<file path="config.mk">
export PLATFORM = sky130hd
export DESIGN_NAME = ffp_ram
export DESIGN_NICKNAME = d
export VERILOG_FILES = /design/src/hw/rtl/ffp_ram.sv
export SDC_FILE = /design/constraint.sdc
export NUM_CORES = 1
export LEC_CHECK = 0
export BUFFER_PORTS_ARGS = -buffer_cell sky130_fd_sc_hd__buf_2
export CORE_ASPECT_RATIO = 1.5
export CORE_MARGIN = 5
export CORE_UTILIZATION = 55
export CTS_BUF_LIST = sky130_fd_sc_hd__clkbuf_4 sky130_fd_sc_hd__clkbuf_8
export CTS_CLUSTER_DIAMETER = 80
export DETAILED_ROUTE_END_ITERATION = 12
export GPL_TIMING_DRIVEN = 0
export PLACE_DENSITY = 0.86
export SLEW_MARGIN = 15
export SYNTH_ARGS = -nofsm -noshare
export SYNTH_HDL_FRONTEND = slang
export SYNTH_SLANG_ARGS = --single-unit
</file>
<file path="constraint.sdc">
create_clock -name clk -period 1.5 [get_ports clk]
set_input_delay 0 -clock clk [delete_from_list [all_inputs] [get_ports clk]]
set_output_delay 0 -clock clk [all_outputs]
set_load 0.01 [all_outputs]
</file>
<file path="src/hw/rtl/ffp_ram.sv">
// ----------------------------------------------------------------------------
// Generic RAM
// One write port and one read port with registered read data.
// ----------------------------------------------------------------------------
module ffp_ram #(
  parameter int WIDTH = 8,
  parameter int DEPTH = 16,
  localparam int AW = (DEPTH > 1) ? $clog2(DEPTH) : 1
) (
  input  logic             clk,
  input  logic             we,
  input  logic [AW-1:0]    waddr,
  input  logic [WIDTH-1:0] wdata,
  input  logic [AW-1:0]    raddr,
  output logic [WIDTH-1:0] rdata
);

  logic [WIDTH-1:0] mem [DEPTH];

  always_ff @(posedge clk) begin
    if (we) begin
      mem[waddr] <= wdata;
    end
    rdata <= mem[raddr];
  end

endmodule

</file>
==> flow_metrics.env <==
export IMPL_worst_r2r_setup_slack_ns=0.08
export IMPL_crit_arrival_ns=1.74
export IMPL_antenna_found_initial=0
export IMPL_synth_area_sq_um=5150
export IMPL_p_switching_w=0.00153
export IMPL_finalMaxSlewViolations=0
export IMPL_min_period_over_period_pct=94.4
export IMPL_grt_overflow=0
export IMPL_power_frac_seq_pct=55.0
export IMPL_max_slew_margin_pct=44.4
export IMPL_drcViolationCount=0
export IMPL_area_growth_pct=15.0
export IMPL_finalHoldViolations=0
export IMPL_yosysWarnings=0
export IMPL_crit_chain="mux4_1 > a22oi_1 > nand2_1"
export IMPL_n_fill_cell=589
export IMPL_skew_ns=0.00878
export IMPL_async_reset_ff_share_pct=0
export IMPL_hp_class="primary input to flip-flop"
export IMPL_detail_route_antenna_nets=0
export IMPL_track_usage_pct=18.9
export IMPL_critPathKind="flip-flop to flip-flop"
export IMPL_clockPowerShare_pct=39.5
export IMPL_final_cell_mix="128 x edfxtp_1, 27 x buf_2, 18 x mux4_2, 17 x clkbuf_8, 15 x a22oi_1"
export IMPL_htreeDepth=4
export IMPL_multi_input_comb_area_sq_um=1080
export IMPL_endpoint_kind="flip-flop"
export IMPL_vias_per_cell=5.97
export IMPL_cp_data_required_time_ns=1.83
export IMPL_synth_cells=229
export IMPL_cts_buffers=17
export IMPL_layout_drive_gt1_share_pct=28.4
export IMPL_pin_count=26
export IMPL_power_leakage_nw=1.97
export IMPL_max_clock_freq_mhz=706
export IMPL_slowest_stage="mux4_1"
export IMPL_ir_worst_vdd_v=0.000744
export IMPL_first_iter_violations=251
export IMPL_place_port_buffers=24
export IMPL_regArea_sq_um=4000
export IMPL_r2r_end="rdata[0]"
export IMPL_dp_hpwl_microns=6290
export IMPL_root_buffer="clkbuf_8"
export IMPL_die_h_microns=128
export IMPL_num_antenna_cells=0
export IMPL_min_to="mem[0][6]"
export IMPL_core_sq_um=9200
export IMPL_path_depth=3
export IMPL_first_global_vias=2579
export IMPL_place_congestion=0.845
export IMPL_wl_microns=9350
export IMPL_synth_edf_count=128
export IMPL_final_common_cell="edfxtp_1"
export IMPL_critical_path_top_delay_family="multiplexers"
export IMPL_row_count=43
export IMPL_synth_cell_types=19
export IMPL_start_util_pct=55.9
export IMPL_worstSkewPairLatency_ns=0.44
export IMPL_seq_area_frac_synth_pct=77.8
export IMPL_cpPeakStageDelay_ns=0.56
export IMPL_syn_avg_cell_area_sq_um=22.5
export IMPL_critPathBufInv=0
export IMPL_timing_rr_start="mem[1][0]"
export IMPL_ff2ff_path_depth=3
export IMPL_synth_ff_type="edfxtp_1"
export IMPL_grt_first_pass_wirelength_microns=14800
export IMPL_cts_tree="done"
export IMPL_worst_slack_ns=0.0839
export IMPL_powerDensity_nw_per_um2=1310
export IMPL_clkSlewWorstSetupHoldPaths_ns=0.07
export IMPL_finalSetupViolCount=0
export IMPL_final_nets=298
export IMPL_cts_setup_buffers=0
export IMPL_grt_start_max_net_pins=17
export IMPL_min_period_ns=1.42
export IMPL_power_internal_w=0.00623
export IMPL_vias=2412
export IMPL_pwr_share_comb_pct=5.5
export IMPL_wire_per_inst_microns=23.1
export IMPL_yosys_register_bits=136
export IMPL_cap_viol_max_count=0
export IMPL_cts_max_path_buffers=2
export IMPL_design_die_area_sq_um=11400
export IMPL_utilization_pct=64.3
export IMPL_place_ws_ns=-0.506
export IMPL_first_pass_iters=4
export IMPL_tightestPinTransition_ns=0.831
export IMPL_timing_hold_ws_ns=0.0978
export IMPL_swShare_pct=19.7
export IMPL_die_w_microns=89.0
export IMPL_cts_sinks=136
export IMPL_synthesis_nets=247
export IMPL_min_path_cells=2
export IMPL_cp_start_kind="flip-flop"
export IMPL_outcome="finished, final reports clean"
export IMPL_hp_start="waddr[0]"
export IMPL_cp_max_fo=1
export IMPL_rsz0062_at_grt="false"
## what timing repair did
item,in CTS,in global routing
cloned,0,0
endpoints found under the hold margin,128,0
hold buffers,8,0
setup endpoints to repair,8,1
gates resized for setup,1,1
## power by group through the flow
stage / clock network [W] / registers (W) / logic [W]
after CTS: 0.00309 / 0.00427 / 0.000428
after floorplan: 0 / 0.00436 / 0.000216
after detailed placement: 0 / 0.00435 / 0.000412
final: 0.00306 / 0.00427 / 0.000426
after global placement: 0 / 0.00434 / 0.000396
after global routing: 0.00329 / 0.00427 / 0.000463
## synth_stat cells, drive strengths merged, types with 2 or more instances
master | instances | area [sq um]
nor2 | 13 | 48.8
nor3 | 4 | 20.0
mux4 | 32 | 773
a22oi | 16 | 120
nand2b | 2 | 12.5
nand3b | 2 | 15.0
buf | 7 | 56.3
edfxtp | 128 | 3840
clkdlybuf4s25 | 3 | 30.0
nand2 | 9 | 33.8
dfxtp | 8 | 160
## per-layer routing
layer | track usage [%] | share of wire, % | vias to the layer above
li1 | - | - | 1079
met1 | 22.7 | 37 | 1198
met2 | 30.6 | 52 | 111
met3 | 5.70 | 6.7 | 24
met4 | 9.99 | 4.4 | 0
met5 | 0 | 0 | -
## state kept, by name, indices dropped and copies added, names as in the netlist
register,count
mem,128
rdata,8
## worst max path at each step
stage                     startpoint   endpoint  slack (ns)
after global placement      waddr[2]  mem[0][1]       -0.49
after floorplan             waddr[2]  mem[0][0]       0.007
after detailed placement    waddr[2]  mem[0][1]       -0.51
final                      mem[1][0]   rdata[0]        0.08
after CTS                  mem[2][2]   rdata[2]        0.07
after global routing       mem[2][2]   rdata[2]        0.04
## logic make-up (layout without fill, tap and decap cells)
group | after synthesis | after routing | share of synthesized area (%)
DFF | 136 | 136 | 77.8
and+or+nand+nor | 35 | 35 | 3.18
muxes | 32 | 32 | 15.0
buffers and inverters | 10 | 73 | 1.68
AOI/OAI and AO/OA | 16 | 16 | 2.33
## per-stage QoR
stage	instance area (sq um)	cells	setup TNS (ns)	total power, W
global placement	5410	365	-11.41	0.00474
finish	5920	404	0	0.00776
global route	5920	404	0	0.00802
detailed placement	5420	365	-8.76	0.00476
CTS	5910	404	0	0.00779
floorplan	5150	229	0	0.00457
## cell type report
cell class                      count  area share (%)
Clock buffer                       19            4.21
Multi-Input combinational cell     83            18.3
Buffer                             10            1.46
Sequential cell                   136            67.6
Timing Repair Buffer               32            3.38
Clock inverter                     12            2.66
Tap cell                          112            2.37
No activity file was read; power rests on OpenSTA's default activity.
